===== src/rtl/ihsr_pkg.sv =====
package ihsr_pkg;

  // Field widths of the channel payloads.
  localparam int unsigned OpWidth     = 2;
  localparam int unsigned ByteWidth   = 8;
  localparam int unsigned AddrWidth   = 7;
  localparam int unsigned ActionWidth = 3;
  localparam int unsigned TempWidth   = 15;
  localparam int unsigned HumWidth    = 14;
  localparam int unsigned RawWidth    = 16;

  // Sensor bus address after reset.
  localparam logic [AddrWidth-1:0] DefaultDeviceAddress = 7'd64;

  // Input item kinds.
  typedef enum logic [OpWidth-1:0] {
    OP_READ_TEMP = 2'd0,
    OP_READ_HUM  = 2'd1,
    OP_STATUS    = 2'd2
  } ihsr_op_e;

  // Bus actions requested from the two-wire controller.
  typedef enum logic [ActionWidth-1:0] {
    ACT_START   = 3'd0,
    ACT_SEND    = 3'd1,
    ACT_RD_ACK  = 3'd2,
    ACT_RD_NACK = 3'd3,
    ACT_STOP    = 3'd4,
    ACT_NONE    = 3'd5
  } ihsr_action_e;

  // Sequencer steps: each one but idle waits for the status of the previous bus action.
  typedef enum logic [2:0] {
    STEP_IDLE    = 3'd0,
    STEP_START   = 3'd1,
    STEP_SLA_W   = 3'd2,
    STEP_CMD     = 3'd3,
    STEP_RESTART = 3'd4,
    STEP_SLA_R   = 3'd5,
    STEP_RD_ACK  = 3'd6,
    STEP_RD_NACK = 3'd7
  } ihsr_step_e;

  // Controller status codes (low three bits are don't-care).
  localparam logic [ByteWidth-1:0] StStart       = 8'h08;
  localparam logic [ByteWidth-1:0] StRepStart    = 8'h10;
  localparam logic [ByteWidth-1:0] StMtSlaAck    = 8'h18;
  localparam logic [ByteWidth-1:0] StMtDataAck   = 8'h28;
  localparam logic [ByteWidth-1:0] StMrSlaAck    = 8'h40;
  localparam logic [ByteWidth-1:0] StMrDataAck   = 8'h50;
  localparam logic [ByteWidth-1:0] StMrDataNack  = 8'h58;
  localparam logic [ByteWidth-1:0] StatusMask    = 8'hF8;

  // Sensor command bytes.
  localparam logic [ByteWidth-1:0] CmdHumidity    = 8'hE5;
  localparam logic [ByteWidth-1:0] CmdTempReuse   = 8'hE0;
  localparam logic [ByteWidth-1:0] CmdTempMeasure = 8'hE3;

  // Conversion constants; the two offsets are scaled by 2^16.
  localparam logic [14:0]          TempGain    = 15'd17572;
  localparam logic signed [31:0]   TempOffset  = 32'sd307036160;  // 4685 * 65536
  localparam logic [13:0]          HumGain     = 14'd12500;
  localparam logic [29:0]          HumOffset   = 30'd39321600;    // 600 * 65536
  localparam logic [RawWidth-1:0]  HumRawLimit = 16'hFFF0;
  localparam logic [HumWidth-1:0]  HumMax      = 14'd10000;

endpackage


===== src/rtl/ihsr_in_if.sv =====
interface ihsr_in_if;
  logic                           valid;
  logic                           ready;
  logic [ihsr_pkg::OpWidth-1:0]   op;
  logic [ihsr_pkg::ByteWidth-1:0] status_code;
  logic [ihsr_pkg::ByteWidth-1:0] data_byte;

  modport source (output valid, output op, output status_code, output data_byte,
                  input ready);
  modport sink (input valid, input op, input status_code, input data_byte,
                output ready);
endinterface


===== src/rtl/ihsr_out_if.sv =====
interface ihsr_out_if;
  logic                                valid;
  logic                                ready;
  logic [ihsr_pkg::ActionWidth-1:0]    bus_action;
  logic [ihsr_pkg::ByteWidth-1:0]      send_byte;
  logic                                done_res;
  logic                                success;
  logic                                is_humidity;
  logic signed [ihsr_pkg::TempWidth-1:0] temperature_centi;
  logic [ihsr_pkg::HumWidth-1:0]       humidity_centi;

  modport source (output valid, output bus_action, output send_byte, output done_res,
                  output success, output is_humidity, output temperature_centi,
                  output humidity_centi, input ready);
  modport sink (input valid, input bus_action, input send_byte, input done_res,
                input success, input is_humidity, input temperature_centi,
                input humidity_centi, output ready);
endinterface


===== src/rtl/ihsr_cfg_if.sv =====
interface ihsr_cfg_if;
  logic                           valid;
  logic                           ready;
  logic [ihsr_pkg::AddrWidth-1:0] device_address;

  modport source (output valid, output device_address, input ready);
  modport sink (input valid, input device_address, output ready);
endinterface


===== src/rtl/i2c_humidity_sensor_reader.sv =====
// Channel   Direction  Payload
// cfg_i     in         device_address (7-bit sensor bus address)
// in_i      in         op, status_code, data_byte
// out_o     out        bus_action, send_byte, done_res, success, is_humidity,
//                      temperature_centi, humidity_centi
//
// Every accepted transaction gives exactly one result transaction, through the input
// register feeding the step logic and then the result register. One transaction is
// taken per cycle while out_o is not stalled.
// Reset (rst_ni low) returns the sequencer to idle and the address to 64.
// A stall on out_o holds the result register and then the input register, and
// in_i.ready drops only when both are full.
module i2c_humidity_sensor_reader (
  input  logic       clk_i,
  input  logic       rst_ni,
  ihsr_cfg_if.sink   cfg_i,
  ihsr_in_if.sink    in_i,
  ihsr_out_if.source out_o
);

  // Configuration register.
  logic [ihsr_pkg::AddrWidth-1:0] dev_addr_q;

  // Input register stage.
  logic                           in_vld_q;
  logic [ihsr_pkg::OpWidth-1:0]   in_op_q;
  logic [ihsr_pkg::ByteWidth-1:0] in_status_q;
  logic [ihsr_pkg::ByteWidth-1:0] in_data_q;

  // Sequencer state.
  ihsr_pkg::ihsr_step_e           step_q, step_d;
  logic                           rd_hum_q, rd_hum_d;
  logic [ihsr_pkg::ByteWidth-1:0] raw_hi_q, raw_hi_d;
  logic                           hum_valid_q, hum_valid_d;

  // Result register stage.
  logic                                  out_vld_q;
  ihsr_pkg::ihsr_action_e                act_q, act_d;
  logic [ihsr_pkg::ByteWidth-1:0]        sbyte_q, sbyte_d;
  logic                                  done_q, done_d;
  logic                                  ok_q, ok_d;
  logic                                  ishum_q, ishum_d;
  logic signed [ihsr_pkg::TempWidth-1:0] temp_q, temp_d;
  logic [ihsr_pkg::HumWidth-1:0]         hum_q, hum_d;

  // Handshake and step decode.
  logic                           out_free;
  logic                           fire;
  logic                           is_cmd;
  logic                           is_status;
  logic                           good;
  logic [ihsr_pkg::ByteWidth-1:0] st;
  logic [ihsr_pkg::ByteWidth-1:0] sla;

  // Conversion datapath.
  logic [ihsr_pkg::RawWidth-1:0]  raw;
  logic [30:0]                    temp_prod;
  logic signed [31:0]             temp_num;
  logic signed [15:0]             temp_trunc;
  logic [29:0]                    hum_prod;
  logic [29:0]                    hum_diff;
  logic [ihsr_pkg::HumWidth-1:0]  hum_val;

  // The result register frees up when empty or when its transaction completes.
  assign out_free   = !out_vld_q || out_o.ready;
  assign fire       = in_vld_q && out_free;
  assign in_i.ready = !in_vld_q || out_free;
  assign cfg_i.ready = 1'b1;

  assign is_cmd    = (in_op_q == ihsr_pkg::OP_READ_TEMP) ||
                     (in_op_q == ihsr_pkg::OP_READ_HUM);
  assign is_status = (in_op_q == ihsr_pkg::OP_STATUS) && (step_q != ihsr_pkg::STEP_IDLE);
  assign st        = in_status_q & ihsr_pkg::StatusMask;
  assign sla       = {dev_addr_q, 1'b0};
  assign raw       = {raw_hi_q, in_data_q};

  // Expected status for the step that is waiting.
  always_comb begin
    case (step_q)
      ihsr_pkg::STEP_START:   good = (st == ihsr_pkg::StStart) ||
                                     (st == ihsr_pkg::StRepStart);
      ihsr_pkg::STEP_SLA_W:   good = (st == ihsr_pkg::StMtSlaAck);
      ihsr_pkg::STEP_CMD:     good = (st == ihsr_pkg::StMtDataAck);
      ihsr_pkg::STEP_RESTART: good = (st == ihsr_pkg::StRepStart);
      ihsr_pkg::STEP_SLA_R:   good = (st == ihsr_pkg::StMrSlaAck);
      ihsr_pkg::STEP_RD_ACK:  good = (st == ihsr_pkg::StMrDataAck);
      ihsr_pkg::STEP_RD_NACK: good = (st == ihsr_pkg::StMrDataNack);
      default:                good = 1'b0;
    endcase
  end

  // Temperature: raw * 17572 / 65536 - 4685, truncated toward zero.
  assign temp_prod  = 31'(raw) * 31'(ihsr_pkg::TempGain);
  assign temp_num   = $signed({1'b0, temp_prod}) - ihsr_pkg::TempOffset;
  assign temp_trunc = temp_num[31:16] + 16'((temp_num[31] && (temp_num[15:0] != '0)) ? 1 : 0);

  // Humidity: (raw * 12500 - 600 * 65536) / 65536, clamped to 0..10000.
  assign hum_prod = 30'(raw) * 30'(ihsr_pkg::HumGain);
  assign hum_diff = hum_prod - ihsr_pkg::HumOffset;
  always_comb begin
    if (raw >= ihsr_pkg::HumRawLimit) begin
      hum_val = ihsr_pkg::HumMax;
    end else if (hum_prod < ihsr_pkg::HumOffset) begin
      hum_val = '0;
    end else if (hum_diff[29:16] > ihsr_pkg::HumMax) begin
      hum_val = ihsr_pkg::HumMax;
    end else begin
      hum_val = hum_diff[29:16];
    end
  end

  // Next-state logic of the sequencer.
  always_comb begin
    step_d      = step_q;
    rd_hum_d    = rd_hum_q;
    raw_hi_d    = raw_hi_q;
    hum_valid_d = hum_valid_q;
    if (is_cmd && (step_q == ihsr_pkg::STEP_IDLE)) begin
      rd_hum_d = in_op_q[0];
      step_d   = ihsr_pkg::STEP_START;
    end else if (is_status) begin
      if (!good) begin
        step_d = ihsr_pkg::STEP_IDLE;
        if (rd_hum_q) begin
          hum_valid_d = 1'b0;
        end
      end else begin
        case (step_q)
          ihsr_pkg::STEP_START:   step_d = ihsr_pkg::STEP_SLA_W;
          ihsr_pkg::STEP_SLA_W:   step_d = ihsr_pkg::STEP_CMD;
          ihsr_pkg::STEP_CMD:     step_d = ihsr_pkg::STEP_RESTART;
          ihsr_pkg::STEP_RESTART: step_d = ihsr_pkg::STEP_SLA_R;
          ihsr_pkg::STEP_SLA_R:   step_d = ihsr_pkg::STEP_RD_ACK;
          ihsr_pkg::STEP_RD_ACK: begin
            raw_hi_d = in_data_q;
            step_d   = ihsr_pkg::STEP_RD_NACK;
          end
          default: begin
            step_d = ihsr_pkg::STEP_IDLE;
            if (rd_hum_q) begin
              hum_valid_d = 1'b1;
            end
          end
        endcase
      end
    end
  end

  // Output logic: the result of the transaction held in the input register.
  always_comb begin
    act_d   = ihsr_pkg::ACT_NONE;
    sbyte_d = '0;
    done_d  = 1'b0;
    ok_d    = 1'b0;
    ishum_d = 1'b0;
    temp_d  = '0;
    hum_d   = '0;
    if (is_cmd && (step_q == ihsr_pkg::STEP_IDLE)) begin
      act_d = ihsr_pkg::ACT_START;
    end else if (is_status) begin
      if (!good) begin
        // A failed first start never owned the bus, so no stop follows.
        act_d   = (step_q == ihsr_pkg::STEP_START) ? ihsr_pkg::ACT_NONE
                                                  : ihsr_pkg::ACT_STOP;
        done_d  = 1'b1;
        ishum_d = rd_hum_q;
      end else begin
        case (step_q)
          ihsr_pkg::STEP_START: begin
            act_d   = ihsr_pkg::ACT_SEND;
            sbyte_d = sla;
          end
          ihsr_pkg::STEP_SLA_W: begin
            act_d   = ihsr_pkg::ACT_SEND;
            sbyte_d = rd_hum_q    ? ihsr_pkg::CmdHumidity :
                      hum_valid_q ? ihsr_pkg::CmdTempReuse : ihsr_pkg::CmdTempMeasure;
          end
          ihsr_pkg::STEP_CMD:     act_d = ihsr_pkg::ACT_START;
          ihsr_pkg::STEP_RESTART: begin
            act_d   = ihsr_pkg::ACT_SEND;
            sbyte_d = sla | 8'h01;
          end
          ihsr_pkg::STEP_SLA_R:   act_d = ihsr_pkg::ACT_RD_ACK;
          ihsr_pkg::STEP_RD_ACK:  act_d = ihsr_pkg::ACT_RD_NACK;
          default: begin
            act_d   = ihsr_pkg::ACT_STOP;
            done_d  = 1'b1;
            ok_d    = 1'b1;
            ishum_d = rd_hum_q;
            if (rd_hum_q) begin
              hum_d = hum_val;
            end else begin
              temp_d = temp_trunc[ihsr_pkg::TempWidth-1:0];
            end
          end
        endcase
      end
    end
  end

  // Control registers.
  always_ff @(posedge clk_i or negedge rst_ni) begin
    if (!rst_ni) begin
      dev_addr_q  <= ihsr_pkg::DefaultDeviceAddress;
      in_vld_q    <= 1'b0;
      out_vld_q   <= 1'b0;
      step_q      <= ihsr_pkg::STEP_IDLE;
      rd_hum_q    <= 1'b0;
      raw_hi_q    <= '0;
      hum_valid_q <= 1'b0;
    end else begin
      if (cfg_i.valid) begin
        dev_addr_q <= cfg_i.device_address;
      end
      if (in_i.ready) begin
        in_vld_q <= in_i.valid;
      end
      if (out_free) begin
        out_vld_q <= in_vld_q;
      end
      if (fire) begin
        step_q      <= step_d;
        rd_hum_q    <= rd_hum_d;
        raw_hi_q    <= raw_hi_d;
        hum_valid_q <= hum_valid_d;
      end
    end
  end

  // Payload registers of both stages.
  always_ff @(posedge clk_i) begin
    if (in_i.valid && in_i.ready) begin
      in_op_q     <= in_i.op;
      in_status_q <= in_i.status_code;
      in_data_q   <= in_i.data_byte;
    end
    if (fire) begin
      act_q   <= act_d;
      sbyte_q <= sbyte_d;
      done_q  <= done_d;
      ok_q    <= ok_d;
      ishum_q <= ishum_d;
      temp_q  <= temp_d;
      hum_q   <= hum_d;
    end
  end

  // Result channel.
  assign out_o.valid             = out_vld_q;
  assign out_o.bus_action        = act_q;
  assign out_o.send_byte         = sbyte_q;
  assign out_o.done_res          = done_q;
  assign out_o.success           = ok_q;
  assign out_o.is_humidity       = ishum_q;
  assign out_o.temperature_centi = temp_q;
  assign out_o.humidity_centi    = hum_q;

endmodule


===== src/flat_wrapper.sv =====
// flat-port wrapper written by rule: the top's interface ports become plain ports
module i2c_humidity_sensor_reader_flat 
  (clk_i, rst_ni, cfg_i_valid, cfg_i_device_address, cfg_i_ready, in_i_valid, in_i_op, in_i_status_code, in_i_data_byte, in_i_ready, out_o_valid, out_o_bus_action, out_o_send_byte, out_o_done_res, out_o_success, out_o_is_humidity, out_o_temperature_centi, out_o_humidity_centi, out_o_ready);
  ihsr_cfg_if cfg_i_i ();
  ihsr_in_if in_i_i ();
  ihsr_out_if out_o_i ();
  input  logic clk_i;
  input  logic rst_ni;
  input wire logic [$bits(cfg_i_i.valid)-1:0] cfg_i_valid;
  input wire logic [$bits(cfg_i_i.device_address)-1:0] cfg_i_device_address;
  output wire logic [$bits(cfg_i_i.ready)-1:0] cfg_i_ready;
  input wire logic [$bits(in_i_i.valid)-1:0] in_i_valid;
  input wire logic [$bits(in_i_i.op)-1:0] in_i_op;
  input wire logic [$bits(in_i_i.status_code)-1:0] in_i_status_code;
  input wire logic [$bits(in_i_i.data_byte)-1:0] in_i_data_byte;
  output wire logic [$bits(in_i_i.ready)-1:0] in_i_ready;
  output wire logic [$bits(out_o_i.valid)-1:0] out_o_valid;
  output wire logic [$bits(out_o_i.bus_action)-1:0] out_o_bus_action;
  output wire logic [$bits(out_o_i.send_byte)-1:0] out_o_send_byte;
  output wire logic [$bits(out_o_i.done_res)-1:0] out_o_done_res;
  output wire logic [$bits(out_o_i.success)-1:0] out_o_success;
  output wire logic [$bits(out_o_i.is_humidity)-1:0] out_o_is_humidity;
  output wire logic [$bits(out_o_i.temperature_centi)-1:0] out_o_temperature_centi;
  output wire logic [$bits(out_o_i.humidity_centi)-1:0] out_o_humidity_centi;
  input wire logic [$bits(out_o_i.ready)-1:0] out_o_ready;
  assign cfg_i_i.valid = cfg_i_valid;
  assign cfg_i_i.device_address = cfg_i_device_address;
  assign cfg_i_ready = cfg_i_i.ready;
  assign in_i_i.valid = in_i_valid;
  assign in_i_i.op = in_i_op;
  assign in_i_i.status_code = in_i_status_code;
  assign in_i_i.data_byte = in_i_data_byte;
  assign in_i_ready = in_i_i.ready;
  assign out_o_valid = out_o_i.valid;
  assign out_o_bus_action = out_o_i.bus_action;
  assign out_o_send_byte = out_o_i.send_byte;
  assign out_o_done_res = out_o_i.done_res;
  assign out_o_success = out_o_i.success;
  assign out_o_is_humidity = out_o_i.is_humidity;
  assign out_o_temperature_centi = out_o_i.temperature_centi;
  assign out_o_humidity_centi = out_o_i.humidity_centi;
  assign out_o_i.ready = out_o_ready;
  i2c_humidity_sensor_reader u_core (.clk_i(clk_i), .rst_ni(rst_ni), .cfg_i(cfg_i_i), .in_i(in_i_i), .out_o(out_o_i));
endmodule

===== config.mk =====
export PLATFORM = sky130hd
export DESIGN_NAME = i2c_humidity_sensor_reader_flat
export DESIGN_NICKNAME = d
export VERILOG_FILES = /design/src/rtl/ihsr_pkg.sv /design/src/rtl/ihsr_in_if.sv /design/src/rtl/ihsr_out_if.sv /design/src/rtl/ihsr_cfg_if.sv /design/src/rtl/i2c_humidity_sensor_reader.sv /design/src/flat_wrapper.sv
export SDC_FILE = /design/constraint.sdc
export NUM_CORES = 1
export LEC_CHECK = 0
export BUFFER_PORTS_ARGS = -buffer_cell sky130_fd_sc_hd__buf_2
export CORE_ASPECT_RATIO = 0.7
export CORE_MARGIN = 5
export CORE_UTILIZATION = 58
export CTS_CLUSTER_DIAMETER = 50
export DETAILED_ROUTE_END_ITERATION = 16
export GPL_TIMING_DRIVEN = 1
export PLACE_DENSITY = 0.77
export RECOVER_POWER = 100
export SETUP_SLACK_MARGIN = 0.1
export SYNTH_ARGS = -nofsm -noshare
export SYNTH_HDL_FRONTEND = slang
export SYNTH_SLANG_ARGS = --single-unit

===== constraint.sdc =====
create_clock -name clk_i -period 7.45 [get_ports clk_i]
set_input_delay 1.1175 -clock clk_i [delete_from_list [all_inputs] [get_ports clk_i]]
set_output_delay 1.1175 -clock clk_i [all_outputs]
set_load 0.05 [all_outputs]

==> impl_metrics.ini <==
[status]
status = complete, but fails checks
failed_checks = max-capacitance violations, max-slew violations

[finish]
seq_area_sq_mm = 0.00229
nets = 1483
drive_gt1_share_pct = 8.75
area_growth_pct = 7.78
diodes = 0
num-fill-cells = 1494
multi_input_area_sq_mm = 0.00773

[min_path]
hold_class = flop to flop

[synthesis]
netlist_area_sq_mm = 0.0107
syn_avg_cell_area_sq_um = 9.59
synthesis.nets = 1420
synth.most_common_cell = ha_1
synthTopCellsByCount = ha_1, inv_1, fa_1
synthCells = 1121
yosys-mux-area-fraction_pct = 1.13
synth_xor_area_share_pct = 5.11
synth_edf_count = 58
async_flop_share_pct = 27.5
synth_adder_area_share_pct = 35.9
synth_seq_cells = 80
synth_cell_types = 94
yosys_most_used_dff = edfxtp_1
synthTopCellsByArea = ha_1, edfxtp_1, fa_1
synth_top_area_share_pct = 23.6
synth_top_cell_by_area = ha_1
ys_warn_count = 0
yosysSeqAreaShare_pct = 21.3
synth_compound_area_share_pct = 17.0
yosys.area_share.simple_pct = 12.8
synth_top_family_by_area = adder cells

[sta]
skew_ns = 0.00850
finalSetupViolCount = 0
maxSlewHeadroom_pct = -31.1
finalSetupTns_ns = 0
fin_crit_ns = 6.96
worstMarginPinSlew_ns = 1.96
rsz0062_at_grt = false
timing.fmax_mhz = 144
final-hold-violation-count = 0
maxSlewViolCount = 47
period_share_pct = 93.4

[detailed_routing]
route.antenna.remaining_nets = 0
drc = 0
wl_um = 24600
drtIter0Drc = 805
vias_per_cell = 6.01
num_vias = 8565
dr.pass1.iters = 6
post_drt_wl_per_cell_um = 17.3

[die]
fp-row-count = 41
dieArea_sq_mm = 0.0214
start_util_pct = 59.3
fp.dieW_um = 173
fp.coreArea_sq_mm = 0.0181
die_y_um = 124
io_pins = 76

[worst_setup_path]
path_cells = ha_1 -> xor2_1 -> xnor2_1 -> ha_1 -> a31o_2 -> fa_1 -> inv_1 -> fa_1 -> inv_1 -> ha_1 -> a21oi_1 -> o21ai_0 -> a31o_2 -> or2_2 -> xor2_1 -> ha_1 -> a21oi_1 -> o221ai_1 -> a21oi_1 -> xor2_1 -> a311oi_1 -> o21ai_1 -> nor3_1
crit_top_cell = ha_1
slowest_stage = edfxtp_1
critPathMaxStageDelay_ns = 0.63
path_max_fanout = 10
crit_type = flop to flop
arrival_ns = 7.16
cp-start-kind = flop
path_buf_inv = 2
worst_setup_path_end_kind = flop
cp_top_family = adder cells
cp.required_ns = 7.65

[global_routing]
grt_pass1_wl_um = 40700
grt_pass1_vias = 8198
antenna_found_initial = 0
grt_max_degree = 47
grt-ovfl-total = 0
grtUsageTotal_pct = 23.3

[clock_network]
cts_buffer_depth = 2
cts_tree = yes
path_clk_slew_ns = 0.07
cts_max_level = 3
numCtsBuffers = 9
cts-root-buf = clkbuf_16
cts.sinks = 80
ctsHoldBuffers = 0
clk_latency_ns = 0.36

[flow_run]
maxCapViolCount = 1

[pwr]
p_leak_nw = 5.41
p_per_area_mw_per_mm2 = 311
power_mw = 3.61
peakVddDrop_mv = 0.197

[place]
dp_hpwl_um = 19900
portBuffers = 71
gp_congestion = 0.949
## cell families after synthesis
| group | count (synthesis) |
|---|---|
| fa+ha+maj | 269 |
| compound gates | 258 |
| simple gates | 255 |
| buf+inv | 186 |
| flops | 80 |
| xor+xnor | 61 |
| mux | 11 |
| other cells | 1 |
## metrics by stage
step                      instances  util, %  hold slack, ns  setup WS (ns)  instance area [sq um]
after global placement         1409     62.5           0.468          0.829                  11300
final                          1425     64.0           0.504          0.490                  11600
after floorplan                1121        -           0.457           1.54                  10700
after global routing           1425     64.0           0.523          0.107                  11600
after detailed placement       1409     62.5           0.495          0.657                  11300
after CTS                      1425     64.3           0.497          0.552                  11600
## final timing paths
| path | start | endpoint | slack [ns] | depth (start not counted) |
|---|---|---|---|---|
| setup / recovery | u_core.in_data_q[4]$_DFFE_PP_ | u_core.out_o.humidity_centi[6]$_SDFFCE_PP0P_ | 0.49 | 23 |
| hold / removal | u_core.in_vld_q$_DFFE_PN0N_ | u_core.out_o.valid$_DFFE_PN0P_ | 0.50 | 1 |
| setup reg to reg | u_core.in_data_q[4]$_DFFE_PP_ | u_core.out_o.humidity_centi[6]$_SDFFCE_PP0P_ | 0.49 | 23 |
| hold reg to reg | u_core.in_vld_q$_DFFE_PN0N_ | u_core.out_o.valid$_DFFE_PN0P_ | 0.50 | 1 |
| max in group asynchronous | rst_ni | u_core.step_q[2]$_DFFE_PN0P_ | 5.52 | 1 |
| min in group asynchronous | rst_ni | u_core.raw_hi_q[3]$_DFFE_PN0P_ | 1.09 | 1 |
## timing repair
item | CTS | global route
resized for setup | 0 | 1
setup endpoints to repair | 0 | 1
buffers inserted | 0 | 0
## cell usage in the layout (no fill, tap or decap), types with 10 or more instances in the layout
cell type  instances
dfrtp_1           21
xnor2_1           37
clkbuf_16         11
buf_2             24
and2_1            11
nand2b_1          11
nor2_1            62
o21ai_0           53
fa_1              66
nand2_1           61
a31o_2            11
clkbuf_1          47
a21oi_1           59
xor2_1            21
ha_1             203
a21o_1            19
and3_1            10
nand4_1           11
inv_1            162
o211ai_1          12
nor3_1            16
edfxtp_1          58
## layout make-up
| cell class | count | area share (%) |
|---|---|---|
| flip-flops and latches | 80 | 19.8 |
| well taps | 236 | 2.55 |
| multi-input cells | 855 | 66.7 |
| clock inverters | 5 | 0.421 |
| repair buffers | 75 | 2.82 |
| clock buffers | 11 | 2.38 |
| inverters | 163 | 5.28 |
## metal layers
layer	routed length, um	part of all wire, %	vias to the layer above	track usage (%)
li1	-	-	4119	-
met1	12000	49	4092	35.2
met2	9890	40	329	33.4
met3	2410	9.8	25	6.55
met4	345	1.4	0	5.15
met5	0	0	-	0
## sequential cells by signal (all words and copies together), names as in the netlist
| name | count |
|---|---|
| u_core.out_o.done_res | 1 |
| u_core.in_status_q | 5 |
| u_core.step_q | 3 |
| u_core.in_op_q | 2 |
| u_core.rd_hum_q | 1 |
| u_core.in_vld_q | 1 |
| u_core.raw_hi_q | 8 |
| u_core.out_o.send_byte | 8 |
| u_core.in_data_q | 8 |
| u_core.out_o.is_humidity | 1 |
| u_core.dev_addr_q | 7 |
| u_core.out_o.valid | 1 |
| u_core.out_o.success | 1 |
| u_core.out_o.humidity_centi | 14 |
| u_core.hum_valid_q | 1 |
| u_core.out_o.temperature_centi | 15 |
| u_core.out_o.bus_action | 3 |
## power breakdown
| group | internal (mW) | switching [mW] |
|---|---|---|
| Clock | 0.275 | 0.213 |
| Sequential | 0.519 | 0.0279 |
| Combinational | 0.975 | 1.60 |
| Total | 1.77 | 1.84 |
## worst register-to-register path, cell delays in order, from the launching register on
cell and delay, ns:
edfxtp_1 0.63, ha_1 0.50, xor2_1 0.32, xnor2_1 0.13, ha_1 0.19, a31o_2 0.24
fa_1 0.51, inv_1 0.07, fa_1 0.55, inv_1 0.04, ha_1 0.38, a21oi_1 0.24
o21ai_0 0.11, a31o_2 0.27, or2_2 0.32, xor2_1 0.24, ha_1 0.28, a21oi_1 0.09
o221ai_1 0.42, a21oi_1 0.20, xor2_1 0.18, a311oi_1 0.38, o21ai_1 0.29, nor3_1 0.23
No activity file was read; power rests on OpenSTA's default activity.
